--- config.mk ---
export PLATFORM = sky130hd
export DESIGN_NAME = packed_pixel_unpacker
export DESIGN_NICKNAME = d
export VERILOG_FILES = /design/src/design/ppu_pkg.sv /design/src/design/ppu_front.sv /design/src/design/ppu_queue.sv /design/src/design/ppu_back.sv /design/src/design/packed_pixel_unpacker.sv
export SDC_FILE = /design/constraint.sdc
export NUM_CORES = 1
export LEC_CHECK = 0
export BUFFER_PORTS_ARGS = -buffer_cell sky130_fd_sc_hd__buf_2
export CAP_MARGIN = 25
export CORE_ASPECT_RATIO = 0.7
export CORE_MARGIN = 2
export CORE_UTILIZATION = 32
export DETAILED_ROUTE_END_ITERATION = 7
export SLEW_MARGIN = 20
export SYNTH_ARGS = -nofsm -noshare
export SYNTH_HDL_FRONTEND = slang
export SYNTH_HIERARCHICAL = 1
export SYNTH_SLANG_ARGS = --single-unit
export TNS_END_PERCENT = 5
--- constraint.sdc ---
create_clock -name i_clk -period 5.6 [get_ports i_clk]
set_input_delay 0.84 -clock i_clk [delete_from_list [all_inputs] [get_ports i_clk]]
set_output_delay 0.84 -clock i_clk [all_outputs]
set_load 0.005 [all_outputs]
--- src/design/ppu_pkg.sv ---
`timescale 1ns / 1ps
// ----------------------------------------------------------------------------
// ppu_pkg
// Shared types and constants of the packed pixel unpacker.
// ----------------------------------------------------------------------------
package ppu_pkg;

    localparam int WORD_BITS  = 32;
    localparam int COL_BITS   = 13;
    localparam int ROW_BITS   = 12;
    localparam int CFG_BITS   = 13;
    localparam int ADDR_BITS  = 3;
    localparam int LG_MAX     = 5;

    // register indexes of the configuration port
    localparam logic [ADDR_BITS-1:0] CFG_BPP_LOG2    = 3'd0;
    localparam logic [ADDR_BITS-1:0] CFG_PIXEL_DEPTH = 3'd1;
    localparam logic [ADDR_BITS-1:0] CFG_SCAN_WIDTH  = 3'd2;
    localparam logic [ADDR_BITS-1:0] CFG_FIRST_COL   = 3'd3;
    localparam logic [ADDR_BITS-1:0] CFG_END_COL     = 3'd4;
    localparam logic [ADDR_BITS-1:0] CFG_FIRST_ROW   = 3'd5;
    localparam logic [ADDR_BITS-1:0] CFG_END_ROW     = 3'd6;

    // decoded configuration; the user must keep it stable while items are in flight, the block does not enforce it
    typedef struct packed {
        logic [2:0]           lg;        // clipped to LG_MAX
        logic [WORD_BITS-1:0] mask;
        logic [COL_BITS-1:0]  width;     // zero and oversize already fixed up
        logic [CFG_BITS-1:0]  first_col;
        logic [CFG_BITS-1:0]  end_col;
        logic [CFG_BITS-1:0]  first_row;
        logic [CFG_BITS-1:0]  end_row;
    } t_cfg;

    // one classified word waiting for the slot emitter
    typedef struct packed {
        logic [WORD_BITS-1:0] word;
        logic [COL_BITS-1:0]  col_base;
        logic [ROW_BITS-1:0]  row;
        logic                 row_in;
    } t_entry;

    typedef struct packed {
        logic   push;
        t_entry data;
    } t_push;

    typedef struct packed {
        logic   valid;
        t_entry data;
    } t_head;

endpackage

--- src/design/ppu_front.sv ---
`timescale 1ns / 1ps
// ----------------------------------------------------------------------------
// ppu_front
// Accepts source words, tags them with start column, row and row window
// flag, and advances the scanline position counters.
// ----------------------------------------------------------------------------
module ppu_front (
    input  logic                          i_clk,
    input  logic                          i_rst_n,
    input  ppu_pkg::t_cfg                 i_cfg,
    input  logic                          i_valid,
    input  logic [ppu_pkg::WORD_BITS-1:0] i_word,
    input  logic                          i_space,
    output logic                          o_ready,
    output ppu_pkg::t_push                o_push
);

    logic [ppu_pkg::COL_BITS-1:0] r_col;
    logic [ppu_pkg::ROW_BITS-1:0] r_row;
    logic [ppu_pkg::COL_BITS-1:0] n_col;
    logic [ppu_pkg::ROW_BITS-1:0] n_row;
    logic [5:0]                   slots;
    logic [ppu_pkg::COL_BITS:0]   col_sum;
    logic                         accept;

    assign o_ready = i_space;
    assign accept  = i_valid && i_space;
    assign slots   = 6'(6'd32 >> i_cfg.lg);
    assign col_sum = {1'b0, r_col} + {8'd0, slots};

    always_comb begin
        n_col = r_col;
        n_row = r_row;
        if (accept) begin
            if (col_sum >= {1'b0, i_cfg.width}) begin
                n_col = '0;
                n_row = r_row + 12'd1;
            end else begin
                n_col = col_sum[ppu_pkg::COL_BITS-1:0];
            end
        end
    end

    always_comb begin
        o_push.push          = accept;
        o_push.data.word     = i_word;
        o_push.data.col_base = r_col;
        o_push.data.row      = r_row;
        o_push.data.row_in   = ({1'b0, r_row} >= i_cfg.first_row)
                            && ({1'b0, r_row} < i_cfg.end_row);
    end

    always_ff @(posedge i_clk) begin
        if (!i_rst_n) begin
            r_col <= '0;
            r_row <= '0;
        end else begin
            r_col <= n_col;
            r_row <= n_row;
        end
    end

endmodule

--- src/design/ppu_queue.sv ---
`timescale 1ns / 1ps
// ----------------------------------------------------------------------------
// ppu_queue
// Two-entry queue of classified words between front and slot emitter.
// ----------------------------------------------------------------------------
module ppu_queue (
    input  logic           i_clk,
    input  logic           i_rst_n,
    input  ppu_pkg::t_push i_push,
    input  logic           i_pop,
    output logic           o_space,
    output ppu_pkg::t_head o_head
);

    ppu_pkg::t_entry r_mem [2];
    logic            r_wr_ptr;
    logic            r_rd_ptr;
    logic [1:0]      r_count;
    logic            do_pop;

    assign o_space      = (r_count != 2'd2);
    assign o_head.valid = (r_count != 2'd0);
    assign o_head.data  = r_mem[r_rd_ptr];
    assign do_pop       = i_pop && o_head.valid;

    always_ff @(posedge i_clk) begin
        if (i_push.push) begin
            r_mem[r_wr_ptr] <= i_push.data;
        end
    end

    always_ff @(posedge i_clk) begin
        if (!i_rst_n) begin
            r_wr_ptr <= 1'b0;
            r_rd_ptr <= 1'b0;
            r_count  <= 2'd0;
        end else begin
            if (i_push.push) begin
                r_wr_ptr <= ~r_wr_ptr;
            end
            if (do_pop) begin
                r_rd_ptr <= ~r_rd_ptr;
            end
            case ({i_push.push, do_pop})
                2'b10:   r_count <= r_count + 2'd1;
                2'b01:   r_count <= r_count - 2'd1;
                default: r_count <= r_count;
            endcase
        end
    end

endmodule

--- src/design/ppu_back.sv ---
`timescale 1ns / 1ps
// ----------------------------------------------------------------------------
// ppu_back
// Walks the queue head slots, one per cycle unless the output stalls, into the
// output register: extracts and masks the pixel, computes column, keep flag.
// ----------------------------------------------------------------------------
module ppu_back (
    input  logic                          i_clk,
    input  logic                          i_rst_n,
    input  ppu_pkg::t_cfg                 i_cfg,
    input  ppu_pkg::t_head                i_head,
    output logic                          o_pop,
    output logic                          o_valid,
    input  logic                          i_ready,
    output logic [ppu_pkg::WORD_BITS-1:0] o_pixel,
    output logic [ppu_pkg::COL_BITS-1:0]  o_col,
    output logic [ppu_pkg::ROW_BITS-1:0]  o_row,
    output logic                          o_keep,
    output logic                          o_last
);

    logic [4:0]                   r_k;
    logic                         r_valid;
    logic [ppu_pkg::WORD_BITS-1:0] r_pixel;
    logic [ppu_pkg::COL_BITS-1:0] r_col;
    logic [ppu_pkg::ROW_BITS-1:0] r_row;
    logic                         r_keep;
    logic                         r_last;

    logic                         load;
    logic [4:0]                   k_last;
    logic [4:0]                   shift;
    logic                         is_last;
    logic [ppu_pkg::COL_BITS:0]   col_full;
    logic                         keep;

    assign load     = i_head.valid && (!r_valid || i_ready);
    assign k_last   = 5'd31 >> i_cfg.lg;
    assign shift    = 5'(r_k << i_cfg.lg);
    assign is_last  = (r_k == k_last);
    assign col_full = {1'b0, i_head.data.col_base} + {9'd0, r_k};
    assign keep     = i_head.data.row_in
                   && (col_full < {1'b0, i_cfg.width})
                   && (col_full >= {1'b0, i_cfg.first_col})
                   && (col_full < {1'b0, i_cfg.end_col});
    assign o_pop    = load && is_last;

    always_ff @(posedge i_clk) begin
        if (load) begin
            r_pixel <= (i_head.data.word >> shift) & i_cfg.mask;
            r_col   <= col_full[ppu_pkg::COL_BITS-1:0];
            r_row   <= i_head.data.row;
            r_keep  <= keep;
            r_last  <= is_last;
        end
    end

    always_ff @(posedge i_clk) begin
        if (!i_rst_n) begin
            r_k     <= '0;
            r_valid <= 1'b0;
        end else begin
            if (load) begin
                r_k <= is_last ? 5'd0 : r_k + 5'd1;
            end
            if (load) begin
                r_valid <= 1'b1;
            end else if (i_ready) begin
                r_valid <= 1'b0;
            end
        end
    end

    assign o_valid = r_valid;
    assign o_pixel = r_pixel;
    assign o_col   = r_col;
    assign o_row   = r_row;
    assign o_keep  = r_keep;
    assign o_last  = r_last;

endmodule

--- src/design/packed_pixel_unpacker.sv ---
`timescale 1ns / 1ps
// ----------------------------------------------------------------------------
// packed_pixel_unpacker
// Splits packed scanline words into pixel slots with column, row and
// window keep flag.
// ----------------------------------------------------------------------------
//  channel  dir  handshake              payload
//  s        in   i_s_tvalid/o_s_tready  tdata: source_word
//  m        out  o_m_tvalid/i_m_tready  tdata: pixel, col, row; tlast; tuser keep
//  cfg      in   i_cfg_valid/o_cfg_ready addr: register index, data: value
//
// Each word gives 32 >> min(bpp_log2, 5) results, one per cycle from the slot
// emitter unless the output stalls; at 32 bpp one word per cycle is sustained.
// A two-entry queue lets words come in while the emitter works or the output
// stalls. Reset is synchronous; registers and counters come up at once, no
// clearing pass. Configuration is always ready.
// ----------------------------------------------------------------------------
module packed_pixel_unpacker #(
    parameter int MAX_WIDTH = 4096
) (
    input  logic        i_clk,
    input  logic        i_rst_n,
    input  logic        i_s_tvalid,
    output logic        o_s_tready,
    input  logic [31:0] i_s_tdata,   // [31:0] source_word
    output logic        o_m_tvalid,
    input  logic        i_m_tready,
    output logic [63:0] o_m_tdata,   // [31:0] pixel_value, [44:32] src_col,
                                     // [56:45] src_row, [63:57] zero
    output logic        o_m_tlast,
    output logic        o_m_tuser,   // [0] keep
    input  logic        i_cfg_valid,
    output logic        o_cfg_ready,
    input  logic [2:0]  i_cfg_addr,
    input  logic [12:0] i_cfg_data
);

    localparam logic [12:0] MAX_W13 = (MAX_WIDTH > 8191) ? 13'h1FFF : 13'(MAX_WIDTH);

    logic [2:0]  r_bpp_log2;
    logic [5:0]  r_depth;
    logic [12:0] r_width;
    logic [12:0] r_first_col;
    logic [12:0] r_end_col;
    logic [12:0] r_first_row;
    logic [12:0] r_end_row;

    ppu_pkg::t_cfg  cfg;
    ppu_pkg::t_push push;
    ppu_pkg::t_head head;
    logic           space;
    logic           pop;
    logic [5:0]     bpp;
    logic [5:0]     keep_bits;
    logic [32:0]    mask33;

    logic [31:0]    pixel;
    logic [12:0]    col;
    logic [11:0]    row;

    assign o_cfg_ready = 1'b1;

    always_ff @(posedge i_clk) begin
        if (!i_rst_n) begin
            r_bpp_log2  <= 3'd5;
            r_depth     <= 6'd24;
            r_width     <= 13'd1;
            r_first_col <= '0;
            r_end_col   <= '0;
            r_first_row <= '0;
            r_end_row   <= '0;
        end else if (i_cfg_valid) begin
            case (i_cfg_addr)
                ppu_pkg::CFG_BPP_LOG2:    r_bpp_log2  <= i_cfg_data[2:0];
                ppu_pkg::CFG_PIXEL_DEPTH: r_depth     <= i_cfg_data[5:0];
                ppu_pkg::CFG_SCAN_WIDTH:  r_width     <= i_cfg_data;
                ppu_pkg::CFG_FIRST_COL:   r_first_col <= i_cfg_data;
                ppu_pkg::CFG_END_COL:     r_end_col   <= i_cfg_data;
                ppu_pkg::CFG_FIRST_ROW:   r_first_row <= i_cfg_data;
                ppu_pkg::CFG_END_ROW:     r_end_row   <= i_cfg_data;
                default: ;
            endcase
        end
    end

    // codes above 5 act as 32 bpp; slot mask never spans beyond the slot
    always_comb begin
        cfg.lg    = (r_bpp_log2 > 3'(ppu_pkg::LG_MAX)) ? 3'(ppu_pkg::LG_MAX) : r_bpp_log2;
        bpp       = 6'(6'd1 << cfg.lg);
        keep_bits = (r_depth < bpp) ? r_depth : bpp;
        mask33    = (33'd1 << keep_bits) - 33'd1;
        cfg.mask  = mask33[31:0];
        if (r_width == 13'd0) begin
            cfg.width = 13'd1;
        end else if (r_width > MAX_W13) begin
            cfg.width = MAX_W13;
        end else begin
            cfg.width = r_width;
        end
        cfg.first_col = r_first_col;
        cfg.end_col   = r_end_col;
        cfg.first_row = r_first_row;
        cfg.end_row   = r_end_row;
    end

    ppu_front u_front (
        .i_clk   (i_clk),
        .i_rst_n (i_rst_n),
        .i_cfg   (cfg),
        .i_valid (i_s_tvalid),
        .i_word  (i_s_tdata),
        .i_space (space),
        .o_ready (o_s_tready),
        .o_push  (push)
    );

    ppu_queue u_queue (
        .i_clk   (i_clk),
        .i_rst_n (i_rst_n),
        .i_push  (push),
        .i_pop   (pop),
        .o_space (space),
        .o_head  (head)
    );

    ppu_back u_back (
        .i_clk   (i_clk),
        .i_rst_n (i_rst_n),
        .i_cfg   (cfg),
        .i_head  (head),
        .o_pop   (pop),
        .o_valid (o_m_tvalid),
        .i_ready (i_m_tready),
        .o_pixel (pixel),
        .o_col   (col),
        .o_row   (row),
        .o_keep  (o_m_tuser),
        .o_last  (o_m_tlast)
    );

    assign o_m_tdata = {7'd0, row, col, pixel};

endmodule

==> reports/results.txt, run 1 <==
Post-Route M1 WL: 23600 um
Cell type contributing the most total cell area after synthesis: edfxtp_1
Max-Slew Margin vs Limit: 32.2%
EDFF count, synth: 175
Number of warnings issued by yosys: 6
Total I/O pin count: 122
Final core utilization: 36.1%
Internal power: 0.00471 W
Chip Width: 278 um
Tot GR Track Use: 16.7%
Min-delay worst type: in2reg
Cell at the root of the clock tree: clkbuf_16
Placed cell area: 17800 um^2
Worst-case reg-to-reg path depth: 16
Insertion delay of the later-clocked pin in the worst-skew pair: 0.59 ns
Slowest cell on crit path: dfxtp_1
Layout Nets: 1899
H-tree levels: 1
Critical path capture point type: flip-flop
Worst-case setup slack after placement: 0.700 ns
Setup total negative slack: 0 ns
Number of unique standard cell types used by synthesis: 99
Maximum number of pins on one net before global-route repair: 95
CP peak stage delay: 0.56 ns
Area delta synth->final: 11.6%
Time the final worst path needs with I/O delays and setup: 5.01 ns
Buffer and inverter count on the worst path: 1
Maximum vdd drop: 232 uV
Maximum fanout along the worst path: 22
IO buf count: 113
Reg-to-reg critical path endpoint: u_back/o_pixel[20]$_DFFE_PP_
Sw Pwr: 0.00235 W
Kind of critical path: reg2reg
Uppermost layer routed: met5
Number of global-route vias before repair: 12060
Setup-violating endpoint count in the final report: 0
Critical path data required time: 6.06 ns
Peak clock frequency supported by timing: 199 MHz
Routed via count: 12766
Max Buffers Root-to-Sink: 3
Clock share of power: 29.7%
Instance count of the mapped netlist: 1701
Synthesized area per cell: 9.92 um^2
Count of final max-slew check failures: 0
Ys async rst share: 0%
Std cell rows: 70
Switching part of the total: 33.3%
Flop2flop setup slack: 0.59 ns
Final std cell area, no fill: 18800 um^2
Cell types with the highest counts after synthesis: 256 x nand2_1, 175 x edfxtp_1, 110 x dfxtp_1, 103 x inv_1, 93 x ha_1
Status: finished clean
Wire length of the first global-routing pass: 71600 um
Reg-to-reg critical path startpoint: r_bpp_log2[1]$_SDFFE_PN0P_
Most used flip-flop cell after synthesis: edfxtp_1
Initial cell density of the core: 32.4%
Post-layout power: 0.00706 W
Area of the placeable core: 52100 um^2
Routed vias/inst: 5.19
Hold Path Cell Cnt: 1
CP cell instances: nor2b_1, buf_4, nand2_1, ha_1, nand4_2, a211o_2, nand2_1, o31ai_2, nand3_1, ha_1, o21ai_0, a21oi_1, a31o_1, or4_1, nand3_1, and4_1
Number of hold violations in the final report: 0
Number of instances resized during post-cts repair: 0
Combinational cell fraction of total power: 29.5%
Wire length per cell after detailed routing: 19.0 um
Area of the die: 54600 um^2
Final HPWL DP: 33900 um
Number of antenna violations at the first check in global routing: 4
Worst path arrival time: 5.47 ns
Final worst slack: 0.586 ns
DRT antenna net count: 0
# hold bufs at CTS: 0
Flip-flop and latch count after synthesis: 285
CTS Sinks: 285
Maximum clock skew at final layout: 0.0137 ns
Total power density per cell area: 375 nW/um^2
Leakage Power: 7.29 nW
Slew at the pin closest to its max-slew limit: 1.01 ns
Die Ht: 196 um
Synth top area share: 31.2%
Setup Fix Bufs, Post-CTS: 0
Weighted congestion at the end of routability-driven global placement: 0.951
Library cell with the highest instance count after synthesis: nand2_1
Largest delay share family, worst path: simple AND/OR/NAND/NOR gates
Total overflow reported by the global router: 0
Share of layout cells above drive strength 1: 13.1%
Hold-critical path endpoint: u_queue/r_mem[1][53]$_DFFE_PP_
Max Cap Viol: 0
Sequential power share: 40.8%
Period utilisation layout: 89.5%
Synthesized area: 16900 um^2
Final routed wirelength across all metal layers: 46800 um
DR pass1 iterations: 5
Met2 WL: 19000 um
Unrepaired setup endpoints after global routing: false
Min-delay src: i_s_tdata[27]
Metal3 WL: 3410 um
Kind of start point of the critical path: flip-flop
Synth area leaders: edfxtp_1 31%, dfxtp_1 13%, ha_1 6.9%
CTS tree: done
Total CTS buffers: 31
Number of design-rule violations left by the first detailed-router iteration: 996
Number of remaining DRC errors: 0
CTS clk-pin slew, worst paths: 0.06 ns
Seq/Total Area, Yosys: 44.2%
==> cell type report <==
class,count,area (um^2)
antenna,1,2.50
clock buffer,37,808
clock inverter,21,228
fill,5173,33300
inverter,104,390
multi-input combinational,1195,8340
sequential,285,7460
tap,684,856
timing repair buffer,134,736
==> worst reg2reg max path, cell delays in order (launching register included) <==
cell and delay (ns):
dfxtp_1 0.56, nor2b_1 0.21, buf_4 0.27, nand2_1 0.12, ha_1 0.35, nand4_2 0.18
a211o_2 0.32, nand2_1 0.34, o31ai_2 0.55, nand3_1 0.18, ha_1 0.34, o21ai_0 0.16
a21oi_1 0.11, a31o_1 0.32, or4_1 0.56, nand3_1 0.12, and4_1 0.18
==> flip-flops by register name, indices dropped and copies added, names as in the netlist, 2 cells and up, named ones only <==
signal and flops:
r_depth 6, u_queue/r_mem 116, r_width 13, u_back/o_row 12, r_first_col 13, r_bpp_log2 3, u_front/r_row 12, r_end_col 13
u_queue/r_count 2, u_back/o_col 13, r_end_row 13, u_front/r_col 13, r_first_row 13, u_back/r_k 5, u_back/o_pixel 32
==> power groups by stage <==
stage                     logic, W  clock network [W]  registers, W
final                      0.00208            0.00210       0.00288
after global placement     0.00204                  0       0.00292
after detailed placement   0.00207                  0       0.00293
after floorplan            0.00125                  0       0.00291
after global routing       0.00230            0.00223       0.00292
after CTS                  0.00208            0.00216       0.00289
==> stage by stage <==
step                hold WS [ns]  std cells
detailed placement         0.462       2401
global route               0.410       2460
CTS                        0.401       2459
global placement           0.451       2401
floorplan                  0.440       1707
finish                     0.435       2461
==> cells by family after synthesis <==
| kind of cell | share of synthesized area, % |
|---|---|
| AND/OR/NAND/NOR | 16.5 |
| AO/OA/AOI/OAI | 14.7 |
| flip-flops | 44.2 |
| buffers and inverters | 6.61 |
| multiplexers | 9.01 |
| adder cells (fa/ha/maj) | 7.14 |
| XOR/XNOR | 1.82 |
| other | 0.0445 |
==> routing by layer <==
metal  vias up  global-route usage [%]
met5         -                       0
met4         6                    3.44
met3        52                    3.99
met2       357                    23.7
met1      6177                    25.5
li1       6174                       -
==> worst max path at each step <==
stage	slack (ns)	start	end	cells past startpoint
floorplan	1.05	r_bpp_log2[1]$_SDFFE_PN0P_	u_front/r_col[10]$_SDFFE_PN0P_	19
global placement	0.92	flip-flop	u_back/o_keep$_DFFE_PP_	14
detailed placement	0.70	r_bpp_log2[1]$_SDFFE_PN0P_	u_back/o_pixel[20]$_DFFE_PP_	16
CTS	0.67	r_bpp_log2[1]$_SDFFE_PN0P_	u_back/o_pixel[20]$_DFFE_PP_	16
global route	0.15	r_bpp_log2[1]$_SDFFE_PN0P_	u_back/o_pixel[20]$_DFFE_PP_	16
finish	0.59	r_bpp_log2[1]$_SDFFE_PN0P_	u_back/o_pixel[20]$_DFFE_PP_	16
==> placed cells by master (no fill, tap or decap), drive strengths merged, types with 12 or more instances in the layout <==
| cell | n |
|---|---|
| inv | 107 |
| o22ai | 12 |
| clkinv | 13 |
| mux2 | 63 |
| nor3 | 19 |
| a21boi | 71 |
| nand2b | 31 |
| nand2 | 257 |
| xnor2 | 17 |
| nand3 | 53 |
| nand4 | 31 |
| nor2b | 34 |
| clkbuf | 37 |
| dfxtp | 110 |
| a21oi | 64 |
| a211oi | 16 |
| ha | 93 |
| nor2 | 69 |
| edfxtp | 175 |
| mux2i | 81 |
| a21o | 27 |
| o21a | 13 |
| o21ai | 57 |
| buf | 134 |
| xor2 | 18 |
(Power assumes the default switching activity.)
==> run 2, diff against run 1 <==
- clock period: 5.6 -> 4.8 ns (I/O delays scaled with it)
==> run 2 against run 1 <==
  * Worst setup slack got worse by 0.33 ns
  * Core utilization is 0.055 points higher
  * Sequential power increased by 16%
  * Flip-flop and latch count is the same
  * Hold slack got worse by 0.11 ns
  * Design area rose by 0.15%
  * Combinational power is 18% higher
  * Die area did not move
  * Critical endpoint is now u_front/r_row[8]$_SDFFE_PN0P_
  * Highest routed layer is now met4
==> reports/results.txt, run 2 (synthesized netlist as in run 1, its figures left out) <==
CTS tree: done
Min-delay worst type: in2reg
Max-Slew Margin vs Limit: 30.4%
Weighted congestion at the end of routability-driven global placement: 0.950
Worst-case setup slack after placement: 0.340 ns
Area of the die: 54600 um^2
Area of the placeable core: 52100 um^2
Insertion delay of the later-clocked pin in the worst-skew pair: 0.58 ns
Maximum clock skew at final layout: 0.0142 ns
Area delta synth->final: 11.8%
Worst path arrival time: 5.04 ns
CTS Sinks: 285
Critical path capture point type: flip-flop
Status: finished clean
Cell at the root of the clock tree: clkbuf_16
Kind of critical path: reg2reg
Hold Path Cell Cnt: 1
Number of design-rule violations left by the first detailed-router iteration: 1154
Setup-violating endpoint count in the final report: 0
Final HPWL DP: 34700 um
Max Buffers Root-to-Sink: 3
Kind of start point of the critical path: flip-flop
Maximum fanout along the worst path: 15
Diode count: 0
Flop2flop setup slack: 0.26 ns
Final routed wirelength across all metal layers: 47000 um
Number of remaining DRC errors: 0
CTS clk-pin slew, worst paths: 0.06 ns
Critical path data required time: 5.30 ns
Count of final max-slew check failures: 0
Maximum vdd drop: 303 uV
Total power density per cell area: 427 nW/um^2
Share of layout cells above drive strength 1: 13.7%
Most common cell after layout, fill and taps aside: nand2_1
H-tree levels: 1
Slew at the pin closest to its max-slew limit: 1.04 ns
Number of antenna violations at the first check in global routing: 0
Time the final worst path needs with I/O delays and setup: 4.54 ns
Initial cell density of the core: 32.4%
Std cell rows: 70
Layout Nets: 1916
Routed vias/inst: 5.23
Period utilisation layout: 94.6%
Die Ht: 196 um
Largest Register: u_queue/r_mem
Chip Width: 278 um
# hold bufs at CTS: 0
Wire length of the first global-routing pass: 72200 um
Maximum number of pins on one net before global-route repair: 62
DR pass1 iterations: 5
Tot GR Track Use: 16.8%
Total CTS buffers: 29
Number of hold violations in the final report: 0
DRT antenna net count: 0
Peak clock frequency supported by timing: 220 MHz
Final worst slack: 0.260 ns
Reg-to-reg critical path endpoint: u_front/r_row[8]$_SDFFE_PN0P_
Total I/O pin count: 122
Unrepaired setup endpoints after global routing: false
Min-delay src: i_s_tdata[4]
IO buf count: 113
Setup total negative slack: 0 ns
Leakage Power: 7.31 nW
Flip-flop count of the largest register after layout: 116
Wire length per cell after detailed routing: 19.0 um
Worst-case reg-to-reg path depth: 16
Routed via count: 12945
Number of global-route vias before repair: 12232
Setup Fix Bufs, Post-CTS: 0
Reg-to-reg critical path startpoint: r_bpp_log2[1]$_SDFFE_PN0P_
Commonest non-fill, non-tap cells in the layout: 256 x nand2_1, 175 x edfxtp_1, 113 x buf_2
Total overflow reported by the global router: 0
Hold-critical path endpoint: u_queue/r_mem[1][30]$_DFFE_PP_
Max Cap Viol: 0
==> run 2: cell count changes in the layout (fill, tap and decap cells not counted), sizes merged <==
cell,before,now
buf,134,153
clkinvlp,1,5
clkbuf,37,34
clkinv,13,10
inv,107,105
bufinv,4,3
diode,1,0
==> run 2: worst max-delay path, cell delays in order (launching register included) <==
cell	delay, ns
dfxtp_1	0.37
nor2b_1	0.41
and3b_1	0.24
ha_1	0.22
fa_1	0.43
a211o_1	0.35
a211oi_1	0.34
nor2_1	0.15
nand3_1	0.15
xnor2_1	0.10
ha_1	0.34
nand2_1	0.06
o21bai_1	0.17
a31oi_2	0.13
buf_4	0.23
a2111oi_1	0.53
mux2i_1	0.25
==> run 2: worst max path at each step <==
stage	from	end	slack (ns)	depth (start not counted)
floorplan	r_bpp_log2[1]$_SDFFE_PN0P_	u_front/r_col[10]$_SDFFE_PN0P_	0.25	19
global placement	flip-flop	u_back/o_keep$_DFFE_PP_	0.49	15
detailed placement	r_bpp_log2[1]$_SDFFE_PN0P_	u_front/r_row[8]$_SDFFE_PN0P_	0.34	16
CTS	r_bpp_log2[1]$_SDFFE_PN0P_	u_front/r_row[8]$_SDFFE_PN0P_	0.32	16
global route	r_bpp_log2[2]$_SDFFE_PN1P_	u_front/r_row[9]$_SDFFE_PN0P_	0.01	17
finish	r_bpp_log2[1]$_SDFFE_PN0P_	u_front/r_row[8]$_SDFFE_PN0P_	0.26	16
==> run 2: where the power goes <==
group | switching (W) | internal [W] | leakage [nW]
combinational | 0.00156 | 0.000901 | 4.32
clock | 0.000978 | 0.00127 | 0.444
sequential | 0.000162 | 0.00318 | 2.55
total | 0.00270 | 0.00536 | 7.31
==> run 2: cell type report <==
cell class                 instances  area, um^2
multi-input combinational       1195        8340
fill                            5168       33300
clock inverter                    19         191
timing repair buffer             153         866
clock buffer                      34         744
inverter                         104         390
sequential                       285        7460
tap                              684         856
==> run 2: per-layer routing <==
| layer | global-route usage (%) | wire (um) | vias up |
|---|---|---|---|
| li1 | - | - | 6205 |
| met1 | 26.2 | 23400 | 6255 |
| met2 | 23.7 | 18900 | 430 |
| met3 | 3.61 | 3900 | 55 |
| met4 | 2.76 | 747 | 0 |
| met5 | 0 | 0 | - |
==> run 2: timing repair <==
action                     4_1_cts  5_1_grt
setup endpoints to repair        0        1
hold endpoints to repair         0        0
gates resized for setup          0        3
==> run 2: stage by stage <==
step                      instances  area, um^2  total power (W)  hold WS [ns]  util [%]
final                          2474       18900          0.00806         0.325      36.2
after global routing           2474       18900          0.00852         0.296      36.2
after CTS                      2474       18800          0.00812         0.292      36.2
after detailed placement       2421       17900          0.00583         0.459      34.4
after global placement         2420       17900          0.00580         0.450      34.3
after floorplan                1707       16900          0.00486         0.440         -
